$ cat src/rtl/xce_pkg.sv
// Shared types, character codes and the character lookup for the XML character escaper.
package xce_pkg;

	localparam logic [7:0] CH_AMP   = 8'h26;
	localparam logic [7:0] CH_LT    = 8'h3C;
	localparam logic [7:0] CH_GT    = 8'h3E;
	localparam logic [7:0] CH_QUOT  = 8'h22;
	localparam logic [7:0] CH_APOS  = 8'h27;
	localparam logic [7:0] CH_HASH  = 8'h23;
	localparam logic [7:0] CH_SEMI  = 8'h3B;
	localparam logic [7:0] LOW_LIMIT  = 8'd32;
	localparam logic [7:0] HIGH_LIMIT = 8'd127;

	// Entity texts, first character at index 0, unused top slots zero.
	localparam logic [5:0][7:0] ENT_AMP  = {8'h00, ";", "p", "m", "a", "&"};
	localparam logic [5:0][7:0] ENT_LT   = {8'h00, 8'h00, ";", "t", "l", "&"};
	localparam logic [5:0][7:0] ENT_GT   = {8'h00, 8'h00, ";", "t", "g", "&"};
	localparam logic [5:0][7:0] ENT_QUOT = {";", "t", "o", "u", "q", "&"};
	localparam logic [5:0][7:0] ENT_APOS = {";", "s", "o", "p", "a", "&"};

	typedef enum logic [2:0] {
		KIND_PASS,
		KIND_AMP,
		KIND_LT,
		KIND_GT,
		KIND_QUOT,
		KIND_APOS,
		KIND_NUM
	} kind_t;

	// One classified word: how to expand it and how many characters it yields.
	typedef struct packed {
		logic [7:0]      raw;
		kind_t           kind;
		logic [2:0]      len;
		logic [2:0][3:0] digits;
	} desc_t;

	function automatic logic [7:0] esc_char(desc_t d, logic [2:0] idx);
		logic [5:0][7:0] ent;
		logic [2:0]      doff;
		logic [7:0]      ch;
		ent  = '0;
		doff = idx - 3'd2;
		ch   = d.raw;
		unique case (d.kind)
			KIND_AMP:  ent = ENT_AMP;
			KIND_LT:   ent = ENT_LT;
			KIND_GT:   ent = ENT_GT;
			KIND_QUOT: ent = ENT_QUOT;
			KIND_APOS: ent = ENT_APOS;
			default:   ent = '0;
		endcase
		unique case (d.kind)
			KIND_PASS: ch = d.raw;
			KIND_NUM: begin
				if (idx == 3'd0) begin
					ch = CH_AMP;
				end else if (idx == 3'd1) begin
					ch = CH_HASH;
				end else if (idx == d.len - 3'd1) begin
					ch = CH_SEMI;
				end else begin
					ch = {4'h3, d.digits[doff[1:0]]};
				end
			end
			KIND_AMP, KIND_LT, KIND_GT, KIND_QUOT, KIND_APOS: ch = ent[idx];
			default: ch = d.raw;
		endcase
		return ch;
	endfunction

endpackage

$ cat src/rtl/xml_character_escaper_top.sv
// Top level of the XML character escaper: front end, word queue and expander.
//
// Input channel: a raw byte is written with push while full is low. Output channel:
// while empty is low, out_char and is_last show the oldest waiting character, and
// pop takes it. Each byte yields one to six characters, is_last marking the final one.
// A written byte passes the word queue and then the output register before its first
// character shows. Throughput: one character per cycle while pop is high. A byte that
// passes through unchanged yields one character, so such bytes stream at one per cycle;
// an entity or a numeric reference holds the expander for its four to six characters.
// The front end classifies bytes into a QUEUE_DEPTH-word queue (2 to 16), so input
// keeps flowing while the expander works or the receiver stalls; full rises only
// when that queue is full. When pop stays low the shown character holds.
// Reset empties the queue and the output register: empty is high and full is low.
module xml_character_escaper_top import xce_pkg::*; #(
	parameter int QUEUE_DEPTH = 2
) (
	input  logic       clk,
	input  logic       arst_n,
	input  logic       push,
	output logic       full,
	input  logic [7:0] in_byte,
	output logic       empty,
	input  logic       pop,
	output logic [7:0] out_char,
	output logic       is_last
);

	desc_t front_desc;
	desc_t head_desc;
	logic  head_valid;
	logic  deq;
	logic  accept;

	assign accept = push && !full;

	xce_front u_front (
		.in_byte (in_byte),
		.desc    (front_desc)
	);

	xce_queue #(
		.DEPTH (QUEUE_DEPTH)
	) u_queue (
		.clk      (clk),
		.arst_n   (arst_n),
		.wr_en    (accept),
		.wr_desc  (front_desc),
		.full     (full),
		.rd_en    (deq),
		.rd_desc  (head_desc),
		.rd_valid (head_valid)
	);

	xce_back u_back (
		.clk        (clk),
		.arst_n     (arst_n),
		.head       (head_desc),
		.head_valid (head_valid),
		.deq        (deq),
		.empty      (empty),
		.pop        (pop),
		.out_char   (out_char),
		.is_last    (is_last)
	);

endmodule

$ cat src/rtl/xce_front.sv
// Front end: classifies a raw byte and works out its decimal digits and expansion length.
module xce_front import xce_pkg::*; (
	input  logic [7:0] in_byte,
	output desc_t      desc
);

	logic [1:0]  hund;
	logic [7:0]  rem;
	logic [14:0] prod;
	logic [3:0]  tens;
	logic [3:0]  ones;
	logic        is_num;

	always_comb begin
		if (in_byte >= 8'd200) begin
			hund = 2'd2;
		end else if (in_byte >= 8'd100) begin
			hund = 2'd1;
		end else begin
			hund = 2'd0;
		end
	end

	// The remainder stays below 100, so times 205 shifted by 11 is an exact divide by ten.
	assign rem    = in_byte - 8'(hund) * 8'd100;
	assign prod   = 15'(rem[6:0]) * 15'd205;
	assign tens   = prod[14:11];
	assign ones   = 4'(rem - 8'(tens) * 8'd10);
	assign is_num = (in_byte < LOW_LIMIT) || (in_byte > HIGH_LIMIT);

	always_comb begin
		desc.raw    = in_byte;
		desc.kind   = KIND_PASS;
		desc.len    = 3'd1;
		desc.digits = '0;
		unique case (in_byte)
			CH_AMP: begin
				desc.kind = KIND_AMP;
				desc.len  = 3'd5;
			end
			CH_LT: begin
				desc.kind = KIND_LT;
				desc.len  = 3'd4;
			end
			CH_GT: begin
				desc.kind = KIND_GT;
				desc.len  = 3'd4;
			end
			CH_QUOT: begin
				desc.kind = KIND_QUOT;
				desc.len  = 3'd6;
			end
			CH_APOS: begin
				desc.kind = KIND_APOS;
				desc.len  = 3'd6;
			end
			default: begin
				if (is_num) begin
					desc.kind = KIND_NUM;
					// Digits are packed from index 0 so leading zeros never appear.
					if (hund != 2'd0) begin
						desc.len    = 3'd6;
						desc.digits = {ones, tens, {2'b00, hund}};
					end else if (tens != 4'd0) begin
						desc.len    = 3'd5;
						desc.digits = {4'd0, ones, tens};
					end else begin
						desc.len    = 3'd4;
						desc.digits = {4'd0, 4'd0, ones};
					end
				end
			end
		endcase
	end

endmodule

$ cat src/rtl/xce_queue.sv
// Short queue of classified words between the front end and the expander.
module xce_queue import xce_pkg::*; #(
	parameter int DEPTH = 2
) (
	input  logic  clk,
	input  logic  arst_n,
	input  logic  wr_en,
	input  desc_t wr_desc,
	output logic  full,
	input  logic  rd_en,
	output desc_t rd_desc,
	output logic  rd_valid
);

	localparam int PTR_W = $clog2(DEPTH);
	localparam int CNT_W = $clog2(DEPTH + 1);

	desc_t             entry_q [DEPTH];
	logic [PTR_W-1:0]  wr_ptr_q;
	logic [PTR_W-1:0]  rd_ptr_q;
	logic [CNT_W-1:0]  count_q;

	assign full     = (count_q == CNT_W'(DEPTH));
	assign rd_valid = (count_q != '0);
	assign rd_desc  = entry_q[rd_ptr_q];

	always_ff @(posedge clk) begin
		if (wr_en) begin
			entry_q[wr_ptr_q] <= wr_desc;
		end
	end

	always_ff @(posedge clk or negedge arst_n) begin
		if (!arst_n) begin
			wr_ptr_q <= '0;
			rd_ptr_q <= '0;
			count_q  <= '0;
		end else begin
			if (wr_en) begin
				wr_ptr_q <= (wr_ptr_q == PTR_W'(DEPTH - 1)) ? '0 : wr_ptr_q + 1'b1;
			end
			if (rd_en) begin
				rd_ptr_q <= (rd_ptr_q == PTR_W'(DEPTH - 1)) ? '0 : rd_ptr_q + 1'b1;
			end
			if (wr_en && !rd_en) begin
				count_q <= count_q + 1'b1;
			end else if (rd_en && !wr_en) begin
				count_q <= count_q - 1'b1;
			end
		end
	end

endmodule

$ cat src/rtl/xce_back.sv
// Back end: walks the head word character by character into the output register.
module xce_back import xce_pkg::*; (
	input  logic       clk,
	input  logic       arst_n,
	input  desc_t      head,
	input  logic       head_valid,
	output logic       deq,
	output logic       empty,
	input  logic       pop,
	output logic [7:0] out_char,
	output logic       is_last
);

	logic [2:0] idx_q;
	logic       out_valid_q;
	logic [7:0] out_char_q;
	logic       is_last_q;
	logic       take;
	logic       at_end;

	// A new character moves in when the output register is free or being emptied.
	assign take   = head_valid && (!out_valid_q || pop);
	assign at_end = (idx_q == head.len - 3'd1);
	assign deq    = take && at_end;

	assign empty    = !out_valid_q;
	assign out_char = out_char_q;
	assign is_last  = is_last_q;

	always_ff @(posedge clk) begin
		if (take) begin
			out_char_q <= esc_char(head, idx_q);
			is_last_q  <= at_end;
		end
	end

	always_ff @(posedge clk or negedge arst_n) begin
		if (!arst_n) begin
			idx_q       <= '0;
			out_valid_q <= 1'b0;
		end else begin
			if (take) begin
				out_valid_q <= 1'b1;
				idx_q       <= at_end ? 3'd0 : idx_q + 3'd1;
			end else if (pop) begin
				out_valid_q <= 1'b0;
			end
		end
	end

endmodule

$ cat config.mk
export PLATFORM = sky130hd
export DESIGN_NAME = xml_character_escaper_top
export DESIGN_NICKNAME = d
export VERILOG_FILES = /design/src/rtl/xce_pkg.sv /design/src/rtl/xml_character_escaper_top.sv /design/src/rtl/xce_front.sv /design/src/rtl/xce_queue.sv /design/src/rtl/xce_back.sv
export SDC_FILE = /design/constraint.sdc
export NUM_CORES = 1
export LEC_CHECK = 0
export ABC_AREA = 1
export BUFFER_PORTS_ARGS = -buffer_cell sky130_fd_sc_hd__clkbuf_2
export CORE_MARGIN = 8
export CORE_UTILIZATION = 50
export CTS_BUF_LIST = sky130_fd_sc_hd__clkbuf_16
export CTS_CLUSTER_DIAMETER = 100
export DETAILED_ROUTE_END_ITERATION = 10
export PLACE_DENSITY_LB_ADDON = 0.3
export SYNTH_ARGS = -nofsm -noshare
export SYNTH_HDL_FRONTEND = slang
export SYNTH_HIERARCHICAL = 1
export SYNTH_SLANG_ARGS = --single-unit
$ cat constraint.sdc
create_clock -name clk -period 3.7 [get_ports clk]
set_input_delay 0.74 -clock clk [delete_from_list [all_inputs] [get_ports clk]]
set_output_delay 0.74 -clock clk [all_outputs]
set_load 0.02 [all_outputs]
==> results of run 1 <==
==> final timing paths <==
| path | start | end | slack (ns) | cells past startpoint |
|---|---|---|---|---|
| setup / recovery | in_byte[4] | u_queue/entry_q[0][11] | -1.83 | 33 |
| hold / removal | arst_n | u_back/out_valid_q | 0.26 | 1 |
| setup reg to reg | u_queue/rd_ptr_q | u_queue/count_q[1] | 1.10 | 13 |
| hold reg to reg | u_queue/count_q[1] | u_queue/count_q[1] | 0.49 | 2 |
| max in group asynchronous | arst_n | u_back/idx_q[1] | 3.26 | 1 |
| min in group clk | u_queue/count_q[1] | u_queue/count_q[1] | 0.49 | 2 |
==> layout make-up <==
| cell class | instances | area [um^2] |
|---|---|---|
| fillers | 763 | 3280 |
| repair buffers | 96 | 697 |
| clock buffers | 9 | 225 |
| flip-flops and latches | 69 | 2030 |
| clock inverters | 7 | 97.6 |
| multi-input cells | 387 | 2960 |
| inverters | 96 | 360 |
| well taps | 133 | 166 |
==> metal layers <==
metal / global-route usage (%) / routed length (um) / vias to the layer above
met5: 0 / 0 / -
met3: 2.90 / 404 / 30
met4: 8.28 / 423 / 0
met1: 19.7 / 4660 / 1903
li1: - / - / 2018
met2: 32.7 / 6580 / 113
==> metrics by stage <==
step	setup TNS [ns]	hold WS, ns	instances
6_report	-37.30	0.255	797
5_1_grt	-40.98	0.256	797
4_1_cts	-33.68	0.249	789
3_5_place_dp	-47.23	0.473	765
3_3_place_gp	-44.61	0.454	765
2_1_floorplan	-37.33	0.442	570
==> critical path: cells and delay by family <==
family	cells	cell delay, ns
and+or+nand+nor	14	1.07
buffers and inverters	6	0.47
adders and majority gates	9	2.71
AOI/OAI and AO/OA	2	0.28
xor gates and xnor gates	2	0.32
==> timing repair <==
action	CTS	global route
pin swaps	25	15
setup endpoints to repair	24	24
resized for setup	38	33
setup buffers	8	8
==> placed cells by master, fill, tap and decap left out, types with 19 or more instances in the layout <==
cell type,synthesis,routed
nand3_1,36,32
clkbuf_2,0,20
nor2_1,38,29
nand2_2,8,19
nand2_1,151,138
buf_4,10,70
mux2_4,19,19
ha_1,43,28
inv_1,88,80
edfxtp_1,61,61
==> logic make-up (layout without fill, tap and decap cells) <==
kind of cell | Yosys count | after routing | share of synthesized area, %
AOI/OAI and AO/OA | 36 | 36 | 3.99
xor gates and xnor gates | 11 | 11 | 1.90
adders and majority gates | 53 | 53 | 14.5
buffers and inverters | 114 | 208 | 10.1
DFF | 69 | 69 | 40.0
muxes | 26 | 26 | 7.17
and+or+nand+nor | 261 | 261 | 22.3
==> registers in the layout, indices dropped and copies added, names as in the netlist <==
name                cells
u_queue/entry_q        52
u_queue/wr_ptr_q        1
u_back/out_char         8
u_back/out_valid_q      1
u_back/idx_q            3
u_queue/rd_ptr_q        1
u_back/is_last          1
u_queue/count_q         2
==> results.md, run 1 <==
* Number of global-route vias before repair at between 4000 and 5000
* Synthesized flop and latch total at between 60 and 70
* GRT Overall Usage at around 18%
* Layout cell share with drive strength beyond 1 at 34.9%
* Hold buffers post-CTS at 0
* Initial DRT Pass Iterations at 6
* Outcome: finished, violations left
* CTS Buf Count at 9
* Routed len/inst at ~15 um
* Syn_area_per_cell at slightly below 9 um^2
* Worst Tran Pin Value at between 1 and 1.5 ns
* Mapped Cells at between 500 and 600
* Top cell type by total area after synthesis: edfxtp_1
* Most frequent cell after synthesis: nand2_1
* Worst skew pair latency at approximately 0.32 ns
* Arrival time worst endpoint at approximately 5.6 ns
* Placer Congestion at roughly 0.85
* Max-slew headroom at the worst pin at around a third
* DRC errors left at 0
* DP Area at around 5700 um^2
* Synthesized area at 5070 um^2
* CP max stage cell: fa_1
* Setup crit start kind: input port
* Top-area cell type share of the netlist area at between 30 and 40%
* Setup ws final at -1.83 ns
* Worst path most repeated cell: nand2_2
* Die area at around 14000 um^2
* Root buf cell: clkbuf_16
* Iter 0 DRT Violations at between 200 and 300
* Max incr delay on CP at 0.49 ns
* Via-to-Cell Ratio at roughly 5.1
* Global-route wire length before repair at around 19000 um
* Fin. max-slew vios at 0
* Initial antenna violation count at 0
* Worst Path Required at 3.77 ns
* Crit Path Class: in2reg
* Synth cell types at 37
* Setup Viol. Count Final at 24
* RSZ-0062 raised after global routing: yes
* Vias at about 4100
* Hold Path Class: in2async
* Post-layout min period at ~5.5 ns
* CTS tree: done
* Critical Path End Type: register
* Pin count of the biggest net entering global routing at 27
* Die Span Y at ~120 um
* Area of the core at 9820 um^2
* Post-synthesis sequential area ratio at approximately two fifths
* ANT nets after route at 0
* Max Cap Viol at 0
* I/O pins at 23
* Synth top area cells: edfxtp_1 36%, nand2_1 11%, ha_1 11%
* Failing checks: setup timing
* Area growth syn-to-layout at 28.9%
* Ant. Diodes at 0
* Clock Path Buffers at 2
* YS warnings at 6
* I/O Buffers at 22
* Nets@finish at between 700 and 800
* Fin. Hold Viols at 0
* Crit path max fanout at 3
* Clock Skew at between 0.006 and 0.007 ns
* Final Cycle Share at 149%
* Starting Density at a little over 50%
* Post-Route WL at roughly 12000 um
* Core Util, Final at 66.6%
* Asr flop ratio synth at a little under an eighth
* Fmax at approximately 0.18 GHz
* Commonest cells in the netlist: 151 x nand2_1, 88 x inv_1, 61 x edfxtp_1
* Pre-CTS setup slack at -2.28 ns
* Main synth FF type: edfxtp_1
* CTS H-Tree Depth at 3
* Final instance area at 6540 um^2
* Num rows at 36
* DP HPWL at ~8500 um
* Die width at between 100 and 150 um
* Synth Net Count at 635
* Total gr overflow at 0
* Count of flip-flops with a built-in enable after synthesis at 61
* CTS sink count at 69
* Clk slew on worst S/H paths at 0.06 ns
Power of run 1 is left out: the tool's default activity adds up to more than one toggle a clock period on the data nets, which glitch-free logic cannot reach.
==> inputs of run 2 (changes only) <==
--- a/config.mk
+++ b/config.mk
@@ -8,7 +8,7 @@
 export ABC_AREA = 1
 export BUFFER_PORTS_ARGS = -buffer_cell sky130_fd_sc_hd__clkbuf_2
 export CORE_MARGIN = 8
-export CORE_UTILIZATION = 50
+export CORE_UTILIZATION = 55
 export CTS_BUF_LIST = sky130_fd_sc_hd__clkbuf_16
 export CTS_CLUSTER_DIAMETER = 100
 export DETAILED_ROUTE_END_ITERATION = 10
==> constraint.sdc (replaced) <==
create_clock -name clk -period 5.5 [get_ports clk]
set_input_delay 1.1 -clock clk [delete_from_list [all_inputs] [get_ports clk]]
set_output_delay 1.1 -clock clk [all_outputs]
set_load 0.02 [all_outputs]
==> run 2 against run 1 <==
- global-route usage increased by 1.5 points
- highest routed layer unchanged
- clock skew about the same
- sequential share of layout area increased by 0.77 points
- final cell count decreased by 3.5%
- via count increased by 2.9%
- count of clock-buffer cells in the layout unchanged
- largest cell class unchanged
- hold slack improved by 0.23 ns
- the run still ends with setup timing left
- utilization increased by 3.5 points
- non-clock buffer count decreased by 6
==> results.md, run 2 (synthesis results as in run 1) <==
* RSZ-0062 raised after global routing: yes (unchanged)
* Setup TNS at -6.58 ns (was -37.30 ns)
* Crit Path Class: in2reg (unchanged)
* Worst Tran Pin Value at 1.02 ns (about the same)
* ANT nets after route at 0 (unchanged)
* Post-Route WL at 12500 um (was 12100 um)
* Starting Density at 55.7% (was 51.7%)
* Worst skew pair latency at 0.32 ns (about the same)
* Die width at 112 um (was 117 um)
* Reg-to-reg endpoint: u_queue/count_q[1] (unchanged)
* Most flop-heavy register: u_queue/entry_q (unchanged)
* Placer Congestion at 0.982 (was 0.852)
* Pin count of the biggest net entering global routing at 27 (unchanged)
* CTS Buf Count at 9 (unchanged)
* Arrival time worst endpoint at 5.99 ns (was 5.60 ns)
* Clk slew on worst S/H paths at 0.06 ns (about the same)
* GRT Overall Usage at 19.4% (was 17.9%)
* Clock Skew at 0.00579 ns (was 0.00608 ns)
* Root buf cell: clkbuf_16 (unchanged)
* Min-delay src: u_queue/count_q[1]
* FF-to-FF path depth at 13 (unchanged)
* Setup ws final at -0.413 ns (was -1.83 ns)
* Reg2reg start: u_queue/rd_ptr_q (unchanged)
* Clock Path Buffers at 2 (unchanged)
* Setup Viol. Count Final at 22 (was 24)
* Area growth syn-to-layout at 25.8% (was 28.9%)
* Fin. max-slew vios at 0 (unchanged)
* R2R Setup Slk at 2.53 ns (was 1.10 ns)
* DP HPWL at 8650 um (was 8520 um)
* Die Span Y at 112 um (was 117 um)
* Initial antenna violation count at 0 (unchanged)
* Hold path depth at 2
* Commonest non-fill, non-tap cell in the layout: nand2_1 (unchanged)
* Hold Path Class: reg2reg (was in2async)
* DP Area at 5640 um^2 (was 5740 um^2)
* Worst Path Required at 5.58 ns (was 3.77 ns)
* Nets@finish at 718 (was 724)
* CTS H-Tree Depth at 3 (unchanged)
* Max Cap Viol at 0 (unchanged)
* Fin. Hold Viols at 0 (unchanged)
* Post-layout min period at a little under 6 ns
* Die area at 12600 um^2 (was 13600 um^2)
* Largest register FFs at 52 (unchanged)
* DRC errors left at 0 (unchanged)
* Global-route wire length before repair at 19600 um (was 18900 um)
* Worst Hold End: u_queue/count_q[1]
* Number of global-route vias before repair at 4220 (was 4062)
* Vias at 4183 (was 4064)
* Routed len/inst at 16.3 um (was 15.1 um)
* Final Cycle Share at 108%
* Launch point of the worst path: in_byte[4] (unchanged)
* Max-slew headroom at the worst pin at 31.8% (was 32.2%)
* Hold buffers post-CTS at 0 (unchanged)
* CP max stage cell: fa_2 (was fa_1)
* Ant. Diodes at 0 (unchanged)
* Num rows at 35 (was 36)
* Failing checks: setup timing (unchanged)
* Area of the core at 9110 um^2 (was 9820 um^2)
* CTS tree: done (unchanged)
* I/O pins at 23 (unchanged)
* Critical Path End Type: register (unchanged)
* Fillers at 660 (was 763)
* Outcome: finished, violations left (unchanged)
* I/O Buffers at 22 (unchanged)
* Total gr overflow at 0 (unchanged)
* Core Util, Final at 70.1% (was 66.6%)
* Max incr delay on CP at 0.57 ns (was 0.49 ns)
* Initial DRT Pass Iterations at 5 (was 6)
* Setup crit start kind: input port (unchanged)
* Most frequent cells in the layout: 138 x nand2_1, 81 x inv_1, 66 x buf_4, 61 x edfxtp_1, 32 x nand3_1 (was 138 x nand2_1, 80 x inv_1, 70 x buf_4, 61 x edfxtp_1, 32 x nand3_1)
* CTS sink count at 69 (unchanged)
* Fmax at 0.169 GHz
* Crit path max fanout at 3 (unchanged)
* Layout cell share with drive strength beyond 1 at 33.6% (was 34.9%)
* Via-to-Cell Ratio at 5.44 (was 5.10)
* Iter 0 DRT Violations at 317 (was 262)
* Final instance area at 6380 um^2 (was 6540 um^2)
-- run 2: worst max-delay path by stage --
stage | endpoint | cells after the start
after floorplan | u_queue/entry_q[0][7] | 31
after global placement | u_queue/entry_q[0][7] | 27
after detailed placement | u_queue/entry_q[0][7] | 28
after CTS | u_queue/entry_q[0][7] | 32
after global routing | u_queue/entry_q[0][7] | 31
final | u_queue/entry_q[0][7] | 27
-- run 2: worst max-delay path, delay by kind of cell --
| family | cells | cell delay [ns] |
|---|---|---|
| adder cells (fa/ha/maj) | 9 | 2.77 |
| buffers and inverters | 2 | 0.21 |
| XOR/XNOR | 2 | 0.51 |
| AND/OR/NAND/NOR | 12 | 1.09 |
| AO/OA/AOI/OAI | 2 | 0.31 |
-- run 2: per-stage QoR --
step	setup WS (ns)	hold slack, ns	instances
after floorplan	-0.417	0.442	570
after global placement	-0.634	0.453	734
after detailed placement	-0.868	0.474	734
after CTS	-0.304	0.488	760
after global routing	-0.629	0.526	769
final	-0.413	0.483	769
-- run 2: layout make-up --
class	instances	area (um^2)	area share [%]
clock inverter	7	91.3	1.43
tap	111	139	2.18
sequential	69	2030	31.8
timing repair buffer	90	644	10.1
inverter	96	360	5.64
multi-input combinational	387	2890	45.3
clock buffer	9	225	3.53
-- run 2: repair_timing --
item                       CTS  global route
pin swaps                   27            26
buffers inserted            11             9
gates resized for setup     20            42
setup endpoints to repair   22            22
-- run 2: layer usage --
layer | track usage [%] | share of wire [%]
met4 | 10.9 | 4.3
met1 | 19.8 | 36
met3 | 3.54 | 4.1
met2 | 36.5 | 55
met5 | 0 | 0
Power of run 2 is left out for the same reason.
